--- src/rtl/core/i2csm_pkg.sv ---
package i2csm_pkg;

   localparam int unsigned CSR_INDEX_W = 3;
   localparam int unsigned CSR_DATA_W  = 16;

   localparam logic [7:0]  WRITE_ADDRESS_RST    = 8'hB0;
   localparam logic [7:0]  READ_ADDRESS_RST     = 8'hB1;
   localparam logic [7:0]  PHASE_TICKS_RST      = 8'd2;
   localparam logic [7:0]  ACK_POLL_LIMIT_RST   = 8'd250;
   localparam logic [15:0] POST_WRITE_TICKS_RST = 16'd10000;

   // last bit of a byte and index of the final read byte
   localparam logic [2:0] LAST_BIT       = 3'd7;
   localparam logic [2:0] LAST_CMD_BYTE  = 3'd2;
   localparam logic [2:0] CRC_BYTE       = 3'd2;
   localparam logic [2:0] LAST_READ_BYTE = 3'd4;

   typedef enum logic [1:0] {
      OP_TICK  = 2'd0,
      OP_WRITE = 2'd1,
      OP_READ  = 2'd2,
      OP_RSVD  = 2'd3
   } opcode_type;

   typedef enum logic [CSR_INDEX_W-1:0] {
      REG_WRITE_ADDRESS    = 3'd0,
      REG_READ_ADDRESS     = 3'd1,
      REG_PHASE_TICKS      = 3'd2,
      REG_ACK_POLL_LIMIT   = 3'd3,
      REG_POST_WRITE_TICKS = 3'd4
   } reg_index_type;

   typedef enum logic [4:0] {
      S_IDLE = 5'd0,
      S_ST0  = 5'd1,
      S_ST1  = 5'd2,
      S_TXA  = 5'd3,
      S_TXB  = 5'd4,
      S_TXC  = 5'd5,
      S_TXT  = 5'd6,
      S_AW   = 5'd7,
      S_AP   = 5'd8,
      S_TO0  = 5'd9,
      S_TO1  = 5'd10,
      S_SP0  = 5'd11,
      S_SP1  = 5'd12,
      S_RXA  = 5'd13,
      S_RXB  = 5'd14,
      S_RK0  = 5'd15,
      S_RK1  = 5'd16,
      S_HOLD = 5'd17
   } phase_type;

endpackage

--- src/rtl/core/i2csm_if.sv ---
interface i2csm_req_if;
   logic       valid;
   logic       ready;
   logic [1:0] opcode;
   logic [7:0] cmd_first;
   logic [7:0] cmd_second;
   logic       sda_in;

   modport source (output valid, opcode, cmd_first, cmd_second, sda_in, input ready);
   modport sink   (input valid, opcode, cmd_first, cmd_second, sda_in, output ready);
endinterface

interface i2csm_rsp_if;
   logic        valid;
   logic        ready;
   logic        scl_level;
   logic        sda_level;
   logic        sda_drive;
   logic        busy_res;
   logic        done_res;
   logic        ack_error;
   logic [31:0] read_value;

   modport source (output valid, scl_level, sda_level, sda_drive, busy_res, done_res,
                   ack_error, read_value, input ready);
   modport sink   (input valid, scl_level, sda_level, sda_drive, busy_res, done_res,
                   ack_error, read_value, output ready);
endinterface

interface i2csm_csr_if;
   import i2csm_pkg::*;
   logic                   valid;
   logic                   ready;
   logic [CSR_INDEX_W-1:0] index;
   logic [CSR_DATA_W-1:0]  data;

   modport source (output valid, index, data, input ready);
   modport sink   (input valid, index, data, output ready);
endinterface

--- src/rtl/core/i2c_sensor_master.sv ---
// I2C master bit engine for a two-byte-command, five-byte-reading sensor. Every request
// beat is one time tick and yields exactly one response beat with the line levels for
// that tick, the busy/done flags, the acknowledge error flag and the packed read word.
// One tick is taken per clock cycle: the whole tick update is a single pass of logic
// between the state registers and the response register, so req_bus.ready stays high
// as long as the response register is empty or is being drained in the same cycle.
// Bus phase lengths, ack timeout and post-write hold are counted in ticks, not clock
// cycles. The user writes csr_bus registers only while the engine idles; not enforced.
module i2c_sensor_master
   import i2csm_pkg::*;
(
   input  logic          clock,
   input  logic          reset,
   i2csm_req_if.sink     req_bus,
   i2csm_rsp_if.source   rsp_bus,
   i2csm_csr_if.sink     csr_bus
);

   logic [7:0]  write_address_ff, read_address_ff, phase_ticks_ff, ack_poll_limit_ff;
   logic [15:0] post_write_ticks_ff;

   phase_type   state_ff, state_in;
   logic [7:0]  timer_ff, timer_in;
   logic [2:0]  bit_ff, bit_in;
   logic [2:0]  byte_ff, byte_in;
   logic [7:0]  shift_ff, shift_in;
   logic [7:0]  poll_ff, poll_in;
   logic [15:0] hold_ff, hold_in;
   logic [15:0] cmd_ff, cmd_in;
   logic [31:0] word_ff, word_in;
   logic        ackf_ff, ackf_in;
   logic        rd_ff, rd_in;
   logic        done_in;

   // state as seen after a possible transaction start in this tick
   phase_type   eff_state;
   logic [7:0]  eff_timer, eff_shift, eff_poll;
   logic [2:0]  eff_bit, eff_byte;
   logic [15:0] eff_cmd;
   logic        eff_ackf, eff_rd;

   logic [7:0]  seg_len, seg_inc, seg_timer;
   logic        seg_done;

   logic        scl_in, lvl_in, drv_in, busy_in;

   logic        rsp_valid_ff;
   logic        rsp_scl_ff, rsp_lvl_ff, rsp_drv_ff, rsp_busy_ff, rsp_done_ff, rsp_err_ff;
   logic [31:0] rsp_value_ff;

   logic        req_acc;
   logic        start;

   assign req_bus.ready = !rsp_valid_ff || rsp_bus.ready;
   assign req_acc       = req_bus.valid && req_bus.ready;
   assign csr_bus.ready = 1'b1;

   always_ff @(posedge clock) begin
      if (reset) begin
         write_address_ff    <= WRITE_ADDRESS_RST;
         read_address_ff     <= READ_ADDRESS_RST;
         phase_ticks_ff      <= PHASE_TICKS_RST;
         ack_poll_limit_ff   <= ACK_POLL_LIMIT_RST;
         post_write_ticks_ff <= POST_WRITE_TICKS_RST;
      end else if (csr_bus.valid) begin
         unique case (csr_bus.index)
            REG_WRITE_ADDRESS:    write_address_ff    <= csr_bus.data[7:0];
            REG_READ_ADDRESS:     read_address_ff     <= csr_bus.data[7:0];
            REG_PHASE_TICKS:      phase_ticks_ff      <= csr_bus.data[7:0];
            REG_ACK_POLL_LIMIT:   ack_poll_limit_ff   <= csr_bus.data[7:0];
            REG_POST_WRITE_TICKS: post_write_ticks_ff <= csr_bus.data;
            default: ;
         endcase
      end
   end

   assign start = (state_ff == S_IDLE) &&
                  (req_bus.opcode == OP_WRITE || req_bus.opcode == OP_READ);

   always_comb begin
      eff_state = state_ff;
      eff_timer = timer_ff;
      eff_shift = shift_ff;
      eff_poll  = poll_ff;
      eff_bit   = bit_ff;
      eff_byte  = byte_ff;
      eff_cmd   = cmd_ff;
      eff_ackf  = ackf_ff;
      eff_rd    = rd_ff;
      if (start) begin
         eff_rd    = (req_bus.opcode == OP_READ);
         if (!eff_rd) eff_cmd = {req_bus.cmd_first, req_bus.cmd_second};
         eff_shift = eff_rd ? read_address_ff : write_address_ff;
         eff_ackf  = 1'b0;
         eff_byte  = '0;
         eff_bit   = '0;
         eff_poll  = '0;
         eff_state = S_ST0;
         eff_timer = '0;
      end
   end

   // phase length zero counts as one
   assign seg_len   = (phase_ticks_ff == 8'd0) ? 8'd1 : phase_ticks_ff;
   assign seg_inc   = eff_timer + 8'd1;
   assign seg_done  = (seg_inc >= seg_len);
   assign seg_timer = seg_done ? 8'd0 : seg_inc;

   // next state
   always_comb begin
      state_in = eff_state;
      timer_in = eff_timer;
      shift_in = eff_shift;
      poll_in  = eff_poll;
      bit_in   = eff_bit;
      byte_in  = eff_byte;
      cmd_in   = eff_cmd;
      ackf_in  = eff_ackf;
      rd_in    = eff_rd;
      hold_in  = hold_ff;
      word_in  = word_ff;
      done_in  = 1'b0;
      unique case (eff_state)
         S_IDLE: ;
         S_ST0: begin
            timer_in = seg_timer;
            if (seg_done) state_in = S_ST1;
         end
         S_ST1: begin
            timer_in = seg_timer;
            if (seg_done) begin
               bit_in   = '0;
               state_in = S_TXA;
            end
         end
         S_TXA, S_TXB: begin
            timer_in = seg_timer;
            if (seg_done) state_in = (eff_state == S_TXA) ? S_TXB : S_TXC;
         end
         S_TXC: begin
            timer_in = seg_timer;
            if (seg_done) begin
               shift_in = {eff_shift[6:0], eff_shift[7]};
               if (eff_bit >= LAST_BIT) begin
                  state_in = S_TXT;
               end else begin
                  bit_in   = eff_bit + 3'd1;
                  state_in = S_TXA;
               end
            end
         end
         S_TXT: begin
            timer_in = seg_timer;
            if (seg_done) begin
               poll_in  = '0;
               state_in = S_AW;
            end
         end
         S_AW: begin
            timer_in = seg_timer;
            if (seg_done) state_in = S_AP;
         end
         S_AP, S_TO1: begin
            if (eff_state == S_TO1) timer_in = seg_timer;
            if ((eff_state == S_AP && !req_bus.sda_in) || (eff_state == S_TO1 && seg_done)) begin
               // acknowledge taken, or timeout stop sent: carry on with the transfer
               timer_in = '0;
               if (!eff_rd) begin
                  if (eff_byte < LAST_CMD_BYTE) begin
                     byte_in  = eff_byte + 3'd1;
                     shift_in = (eff_byte == 3'd0) ? eff_cmd[15:8] : eff_cmd[7:0];
                     bit_in   = '0;
                     state_in = S_TXA;
                  end else begin
                     state_in = S_SP0;
                  end
               end else begin
                  byte_in  = '0;
                  bit_in   = '0;
                  shift_in = '0;
                  state_in = S_RXA;
               end
            end else if (eff_state == S_AP) begin
               if (eff_poll >= ack_poll_limit_ff) begin
                  ackf_in  = 1'b1;
                  timer_in = '0;
                  state_in = S_TO0;
               end else begin
                  poll_in = eff_poll + 8'd1;
               end
            end
         end
         S_TO0, S_SP0: begin
            timer_in = seg_timer;
            if (seg_done) state_in = (eff_state == S_TO0) ? S_TO1 : S_SP1;
         end
         S_SP1: begin
            timer_in = seg_timer;
            if (seg_done) begin
               if (!eff_rd && post_write_ticks_ff != 16'd0) begin
                  hold_in  = post_write_ticks_ff;
                  state_in = S_HOLD;
               end else begin
                  done_in  = 1'b1;
                  state_in = S_IDLE;
               end
            end
         end
         S_RXA: begin
            timer_in = seg_timer;
            if (seg_done) state_in = S_RXB;
         end
         S_RXB: begin
            // sample on the first tick of the high phase
            if (eff_timer == 8'd0) shift_in = {eff_shift[6:0], req_bus.sda_in};
            timer_in = seg_timer;
            if (seg_done) begin
               if (eff_bit >= LAST_BIT) begin
                  if (eff_byte != CRC_BYTE) word_in = {word_ff[23:0], shift_in};
                  state_in = S_RK0;
               end else begin
                  bit_in   = eff_bit + 3'd1;
                  state_in = S_RXA;
               end
            end
         end
         S_RK0, S_RK1: begin
            timer_in = seg_timer;
            if (seg_done) begin
               if (eff_state == S_RK0) begin
                  state_in = S_RK1;
               end else if (eff_byte >= LAST_READ_BYTE) begin
                  state_in = S_SP0;
               end else begin
                  byte_in  = eff_byte + 3'd1;
                  bit_in   = '0;
                  shift_in = '0;
                  state_in = S_RXA;
               end
            end
         end
         S_HOLD: begin
            if (hold_ff != 16'd0) hold_in = hold_ff - 16'd1;
            if (hold_in == 16'd0) begin
               done_in  = 1'b1;
               timer_in = '0;
               state_in = S_IDLE;
            end
         end
         default: begin
            timer_in = '0;
            state_in = S_IDLE;
         end
      endcase
   end

   // line levels for this tick
   always_comb begin
      scl_in  = 1'b1;
      lvl_in  = 1'b1;
      drv_in  = 1'b1;
      busy_in = (eff_state != S_IDLE);
      unique case (eff_state)
         S_ST1: lvl_in = 1'b0;
         S_TXA, S_TXB, S_TXC: begin
            scl_in = (eff_state == S_TXB);
            lvl_in = eff_shift[7];
         end
         S_TXT: begin
            scl_in = 1'b0;
            lvl_in = eff_shift[0];
         end
         S_AW, S_AP, S_RXB: drv_in = 1'b0;
         S_TO0, S_SP0: begin
            scl_in = 1'b0;
            lvl_in = 1'b0;
         end
         S_RXA: begin
            scl_in = 1'b0;
            drv_in = 1'b0;
         end
         S_RK0, S_RK1: begin
            scl_in = (eff_state == S_RK1);
            lvl_in = (eff_byte >= LAST_READ_BYTE);
         end
         default: ;
      endcase
   end

   always_ff @(posedge clock) begin
      if (reset) begin
         state_ff <= S_IDLE;
         timer_ff <= '0;
         bit_ff   <= '0;
         byte_ff  <= '0;
         shift_ff <= '0;
         poll_ff  <= '0;
         hold_ff  <= '0;
         cmd_ff   <= '0;
         word_ff  <= '0;
         ackf_ff  <= 1'b0;
         rd_ff    <= 1'b0;
      end else if (req_acc) begin
         state_ff <= state_in;
         timer_ff <= timer_in;
         bit_ff   <= bit_in;
         byte_ff  <= byte_in;
         shift_ff <= shift_in;
         poll_ff  <= poll_in;
         hold_ff  <= hold_in;
         cmd_ff   <= cmd_in;
         word_ff  <= word_in;
         ackf_ff  <= ackf_in;
         rd_ff    <= rd_in;
      end
   end

   always_ff @(posedge clock) begin
      if (reset) begin
         rsp_valid_ff <= 1'b0;
      end else if (req_acc) begin
         rsp_valid_ff <= 1'b1;
      end else if (rsp_bus.ready) begin
         rsp_valid_ff <= 1'b0;
      end
   end

   always_ff @(posedge clock) begin
      if (req_acc) begin
         rsp_scl_ff   <= scl_in;
         rsp_lvl_ff   <= lvl_in;
         rsp_drv_ff   <= drv_in;
         rsp_busy_ff  <= busy_in;
         rsp_done_ff  <= done_in;
         rsp_err_ff   <= ackf_in;
         rsp_value_ff <= word_in;
      end
   end

   assign rsp_bus.valid      = rsp_valid_ff;
   assign rsp_bus.scl_level  = rsp_scl_ff;
   assign rsp_bus.sda_level  = rsp_lvl_ff;
   assign rsp_bus.sda_drive  = rsp_drv_ff;
   assign rsp_bus.busy_res   = rsp_busy_ff;
   assign rsp_bus.done_res   = rsp_done_ff;
   assign rsp_bus.ack_error  = rsp_err_ff;
   assign rsp_bus.read_value = rsp_value_ff;

`ifndef SYNTHESIS
   a_done_busy: assert property (@(posedge clock) disable iff (reset)
      (rsp_valid_ff && rsp_done_ff) |-> rsp_busy_ff)
      else $error("done beat without busy");

   a_done_idle: assert property (@(posedge clock) disable iff (reset)
      (req_acc && done_in) |=> (state_ff == S_IDLE))
      else $error("engine not idle after done");

   a_stall_full: assert property (@(posedge clock) disable iff (reset)
      !req_bus.ready |-> rsp_valid_ff)
      else $error("request stalled with empty response register");

   a_hold_live: assert property (@(posedge clock) disable iff (reset)
      (state_ff == S_HOLD) |-> (hold_ff != 16'd0))
      else $error("hold state with expired timer");

   a_no_beat_frozen: assert property (@(posedge clock) disable iff (reset)
      !req_acc |=> ($stable(state_ff) && $stable(timer_ff)))
      else $error("state moved without a request beat");
`endif

endmodule
--- src/flat_wrapper.sv ---
// flat-port wrapper written by rule: the top's interface ports become plain ports
module i2c_sensor_master_flat import i2csm_pkg::*;
  (clock, reset, req_bus_valid, req_bus_opcode, req_bus_cmd_first, req_bus_cmd_second, req_bus_sda_in, req_bus_ready, rsp_bus_valid, rsp_bus_scl_level, rsp_bus_sda_level, rsp_bus_sda_drive, rsp_bus_busy_res, rsp_bus_done_res, rsp_bus_ack_error, rsp_bus_read_value, rsp_bus_ready, csr_bus_valid, csr_bus_index, csr_bus_data, csr_bus_ready);
  i2csm_req_if req_bus_i ();
  i2csm_rsp_if rsp_bus_i ();
  i2csm_csr_if csr_bus_i ();
  input  logic clock;
  input  logic reset;
  input wire logic [$bits(req_bus_i.valid)-1:0] req_bus_valid;
  input wire logic [$bits(req_bus_i.opcode)-1:0] req_bus_opcode;
  input wire logic [$bits(req_bus_i.cmd_first)-1:0] req_bus_cmd_first;
  input wire logic [$bits(req_bus_i.cmd_second)-1:0] req_bus_cmd_second;
  input wire logic [$bits(req_bus_i.sda_in)-1:0] req_bus_sda_in;
  output wire logic [$bits(req_bus_i.ready)-1:0] req_bus_ready;
  output wire logic [$bits(rsp_bus_i.valid)-1:0] rsp_bus_valid;
  output wire logic [$bits(rsp_bus_i.scl_level)-1:0] rsp_bus_scl_level;
  output wire logic [$bits(rsp_bus_i.sda_level)-1:0] rsp_bus_sda_level;
  output wire logic [$bits(rsp_bus_i.sda_drive)-1:0] rsp_bus_sda_drive;
  output wire logic [$bits(rsp_bus_i.busy_res)-1:0] rsp_bus_busy_res;
  output wire logic [$bits(rsp_bus_i.done_res)-1:0] rsp_bus_done_res;
  output wire logic [$bits(rsp_bus_i.ack_error)-1:0] rsp_bus_ack_error;
  output wire logic [$bits(rsp_bus_i.read_value)-1:0] rsp_bus_read_value;
  input wire logic [$bits(rsp_bus_i.ready)-1:0] rsp_bus_ready;
  input wire logic [$bits(csr_bus_i.valid)-1:0] csr_bus_valid;
  input wire logic [$bits(csr_bus_i.index)-1:0] csr_bus_index;
  input wire logic [$bits(csr_bus_i.data)-1:0] csr_bus_data;
  output wire logic [$bits(csr_bus_i.ready)-1:0] csr_bus_ready;
  assign req_bus_i.valid = req_bus_valid;
  assign req_bus_i.opcode = req_bus_opcode;
  assign req_bus_i.cmd_first = req_bus_cmd_first;
  assign req_bus_i.cmd_second = req_bus_cmd_second;
  assign req_bus_i.sda_in = req_bus_sda_in;
  assign req_bus_ready = req_bus_i.ready;
  assign rsp_bus_valid = rsp_bus_i.valid;
  assign rsp_bus_scl_level = rsp_bus_i.scl_level;
  assign rsp_bus_sda_level = rsp_bus_i.sda_level;
  assign rsp_bus_sda_drive = rsp_bus_i.sda_drive;
  assign rsp_bus_busy_res = rsp_bus_i.busy_res;
  assign rsp_bus_done_res = rsp_bus_i.done_res;
  assign rsp_bus_ack_error = rsp_bus_i.ack_error;
  assign rsp_bus_read_value = rsp_bus_i.read_value;
  assign rsp_bus_i.ready = rsp_bus_ready;
  assign csr_bus_i.valid = csr_bus_valid;
  assign csr_bus_i.index = csr_bus_index;
  assign csr_bus_i.data = csr_bus_data;
  assign csr_bus_ready = csr_bus_i.ready;
  i2c_sensor_master u_core (.clock(clock), .reset(reset), .req_bus(req_bus_i), .rsp_bus(rsp_bus_i), .csr_bus(csr_bus_i));
endmodule
--- config.mk ---
export PLATFORM = sky130hd
export DESIGN_NAME = i2c_sensor_master_flat
export DESIGN_NICKNAME = d
export VERILOG_FILES = /design/src/rtl/core/i2csm_pkg.sv /design/src/rtl/core/i2csm_if.sv /design/src/rtl/core/i2c_sensor_master.sv /design/src/flat_wrapper.sv
export SDC_FILE = /design/constraint.sdc
export NUM_CORES = 1
export LEC_CHECK = 0
export BUFFER_PORTS_ARGS = -buffer_cell sky130_fd_sc_hd__buf_2
export CAP_MARGIN = 25
export CORE_MARGIN = 2
export CORE_UTILIZATION = 55
export DETAILED_ROUTE_END_ITERATION = 10
export PLACE_DENSITY = 0.74
export SYNTH_ARGS = -nofsm -noshare
export SYNTH_HDL_FRONTEND = slang
export SYNTH_SLANG_ARGS = --single-unit
--- constraint.sdc ---
create_clock -name clock -period 6.97 [get_ports clock]
set_clock_uncertainty 0.05 [all_clocks]
set_input_delay 0.697 -clock clock [delete_from_list [all_inputs] [get_ports clock]]
set_output_delay 0.697 -clock clock [all_outputs]
set_load 0.02 [all_outputs]
==> summary.md <==
| Metric | Value |
|---|---|
| Status | `finished clean` |
| Chip height | `139 um` |
| Most used cell, CP | `nor2_1` |
| Switching Share | `30.1%` |
| RSZ-0062 raised after global routing | `no` |
| Max Root-Sink Buffers | `2` |
| Die ar. | `0.0193 mm^2` |
| Synth top area cells | `dfxtp_1 (30%), edfxtp_1 (11%), nand2_1 (8.3%)` |
| Top cell type's share of synthesized area | `29.9%` |
| EDFF count, synth | `38` |
| Final Hold Fails | `0` |
| Number of I/O port buffers | `82` |
| Total Power | `2.59 mW` |
| Fillers | `1,593` |
| Met1 capacity usage during global routing | `36.7%` |
| CP cell instances | `or4_1 -> or3_1 -> and2_1 -> ha_1 -> nand3_1 -> nor2_1 -> xnor2_1 -> nor2_1 -> ha_1 -> and2_1 -> o2111ai_1 -> o21a_1 -> nor4_4 -> buf_4 -> mux2_2 -> nor2_1 -> nor3_1` |
| Asr flop ratio synth | `0%` |
| Placed insts | `1,488` |
| Seq pwr share | `45.9%` |
| CP Class | `flop to flop` |
| DPL Wire Length | `17.2 mm` |
| Max cap viols | `0` |
| CTS tree | `yes` |
| Final Non-Filler Cells | `1,521` |
| Largest net degree at the start of global routing | `76` |
| Syn Area/Cell | `8.05 um^2` |
| Placed Instance Area | `0.0105 mm^2` |
| Number of buffers created by CTS | `17` |
| DR WL/cell | `16.8 um` |
| Initial antenna violation count | `0` |
| P_sw | `779 uW` |
| Clk root buf | `clkbuf_16` |
| GRT met2 Usage | `42.4%` |
| Slew Viols, Final | `0` |
| PD cells | `232 mW/mm^2` |
| Worst R2R Setup Slack | `1.78 ns` |
| Vias in the first global route | `8,549` |
| Met3 Use GR | `5.04%` |
| Endpoint class of the critical path | `flop` |
| Largest stage delay on the critical path | `0.71 ns` |
| Leading area contributor after synthesis | `dfxtp_1` |
| Sequential fraction of the synthesis area | `41.3%` |
| Slowest CP cell | `or4_1` |
| Number of antenna diodes | `0` |
| Post-CTS Resized | `0` |
| DRT iter0 DRCs | `1,043` |
| Layout cell share with drive strength beyond 1 | `14.4%` |
| Clock Latency Late Sink | `0.45 ns` |
| GR peak layer | `met2` |
| Final #Nets | `1,347` |
| Cells after Synth | `1,246` |
| Achievable Freq | `0.193 GHz` |
| Post-synth top flop | `dfxtp_1` |
| DRT Pass-1 Iters | `5` |
| RD Place Congestion | `0.929` |
| Maximum vdd drop | `0.186 mV` |
| Worst setup SP type | `flop` |
| Synth Register Bits | `188` |
| Fin crit period | `5.19 ns` |
| Mapped Area | `0.0100 mm^2` |
| CP Launch Point | `u_core.state_ff[0]$_SDFFE_PP0P_` |
| WP data required | `7.22 ns` |
| Setup violators final | `0` |
| HP Class | `flop to flop` |
| Worst R2R Start | `u_core.state_ff[0]$_SDFFE_PP0P_` |
| Period utilization | `74.5%` |
| Setup tns final | `0 ns` |
| Setup Fix Bufs, Post-CTS | `0` |
| Hold path start | `u_core.cmd_ff[14]$_SDFFE_PP0P_` |
| Comb pwr share | `13.3%` |
| Global-route wire length before repair | `42.6 mm` |
| Total grt overflow | `0` |
| Clock share of power | `40.8%` |
| Ys Warns | `0` |
| Worst EP arrival | `5.44 ns` |
| Layout area overhead | `11.2%` |
| Placeable Area | `0.0179 mm^2` |
| Cell-internal power | `1.81 mW` |
| Overall Global Routing Usage | `26.4%` |
| Antenna Nets Post-Route | `0` |
| Cts hold-fix bufs | `0` |
| # rows | `49` |
| I/O pin total | `84` |
| Post-route DRC | `0` |
| Design area | `0.0112 mm^2` |
| Clk slew on worst S/H paths | `0.08 ns` |
| Synthesized Nets | `1,314` |
| DRT Wirelength | `25.5 mm` |
| Via count | `9,141` |
| CP Max Fanout | `32` |
| Vias per inst | `6.01` |
| Starting density of the core | `56.0%` |
| H-tree depth | `4` |
| Die Wd | `139 um` |
| Leak Pwr | `4.33 nW` |
| CTS sink cnt | `188` |
| Slew @ Worst Pin | `0.981 ns` |
| Relative slew margins | `34.1%` |
| Distinct cell type count after synthesis | `75` |
[metrics by stage]
step	setup WS [ns]	hold WS [ns]	utilization (%)
after global placement	1.92	0.388	58.6
after floorplan	2.37	0.383	-
final	1.78	0.404	62.3
after detailed placement	1.84	0.397	58.6
after global routing	1.47	0.414	62.3
after CTS	1.79	0.397	62.2
[layout by cell type (no fill, tap or decap), types with 32 or more instances in the layout]
cell type  synthesis  final
nand3_1           33     33
o21ai_0           67     67
buf_2              4     81
dfxtp_1          150    150
nor2_1           139    139
inv_1             40     39
edfxtp_1          38     38
nor3_1            53     53
a21oi_1          118    118
nand2_1          222    222
mux2_2            32     32
[power groups by stage]
| stage | clock (mW) | sequential (mW) | combinational, mW |
|---|---|---|---|
| 5_1_grt | 1.11 | 1.19 | 0.379 |
| 4_1_cts | 1.07 | 1.19 | 0.338 |
| 6_report | 1.06 | 1.19 | 0.345 |
| 2_1_floorplan | 0 | 1.22 | 0.230 |
| 3_5_place_dp | 0 | 1.21 | 0.335 |
| 3_3_place_gp | 0 | 1.21 | 0.333 |
[state kept, by name (all words and copies together), names as in the netlist, 3 cells and up]
register	count
u_core.rsp_bus.read_value	32
u_core.word_ff	32
u_core.cmd_ff	16
u_core.hold_ff	16
u_core.post_write_ticks_ff	16
u_core.ack_poll_limit_ff	8
u_core.phase_ticks_ff	8
u_core.poll_ff	8
u_core.read_address_ff	8
u_core.shift_ff	8
u_core.timer_ff	8
u_core.write_address_ff	8
u_core.state_ff	5
u_core.bit_ff	3
u_core.byte_ff	3
[area by class of cell]
type                            count  area, um^2  area share, %
Inverter                           42         159           1.42
Timing Repair Buffer               94         507           4.54
Sequential cell                   188        4140           37.2
Tap cell                          229         287           2.57
Clock inverter                     15         226           2.03
Multi-Input combinational cell    936        5410           48.5
Clock buffer                       17         425           3.81
[synth_stat cells (9+ instances only)]
library cell	count
nand2_1	222
dfxtp_1	150
nor2_1	139
a21oi_1	118
clkbuf_1	69
o21ai_0	67
nor3_1	53
inv_1	40
edfxtp_1	38
nand3_1	33
mux2_2	32
ha_1	25
mux2i_1	20
o211ai_1	19
and2_1	18
a31oi_1	14
nor4_1	14
a221oi_1	10
nand2b_1	10
a22oi_1	9
[kinds of logic after synthesis]
family | after synthesis | synth area share [%]
simple gates | 544 | 24.6
compound gates | 298 | 18.0
flops | 188 | 41.3
buf+inv | 122 | 4.77
mux | 61 | 7.50
fa+ha+maj | 25 | 3.12
xor+xnor | 7 | 0.611
other cells | 1 | 0.0374
[path summary, 6_finish.rpt]
path	endpoint	cells past startpoint
min reg2reg	u_core.cmd_ff[14]$_SDFFE_PP0P_	2
max reg2reg	u_core.word_ff[22]$_SDFFE_PP0P_	17
min	u_core.cmd_ff[14]$_SDFFE_PP0P_	2
max	u_core.word_ff[22]$_SDFFE_PP0P_	17
[worst max-delay path: cells and delay by family, from the launching register on]
family	cells	cell delay, ns
adder cells (fa/ha/maj)	2	0.51
XOR/XNOR	1	0.13
flip-flops	1	0.63
buffers and inverters	1	0.42
multiplexers	1	0.40
AO/OA/AOI/OAI	2	0.61
AND/OR/NAND/NOR	10	2.28
[per-layer routing]
metal	share of wire [%]	vias to the layer above	wire (um)
li1	-	4483	-
met1	46	4290	11700
met4	1.7	0	422
met3	6.3	43	1600
met2	46	325	11800
met5	0	-	0
(Power assumes the default switching activity.)
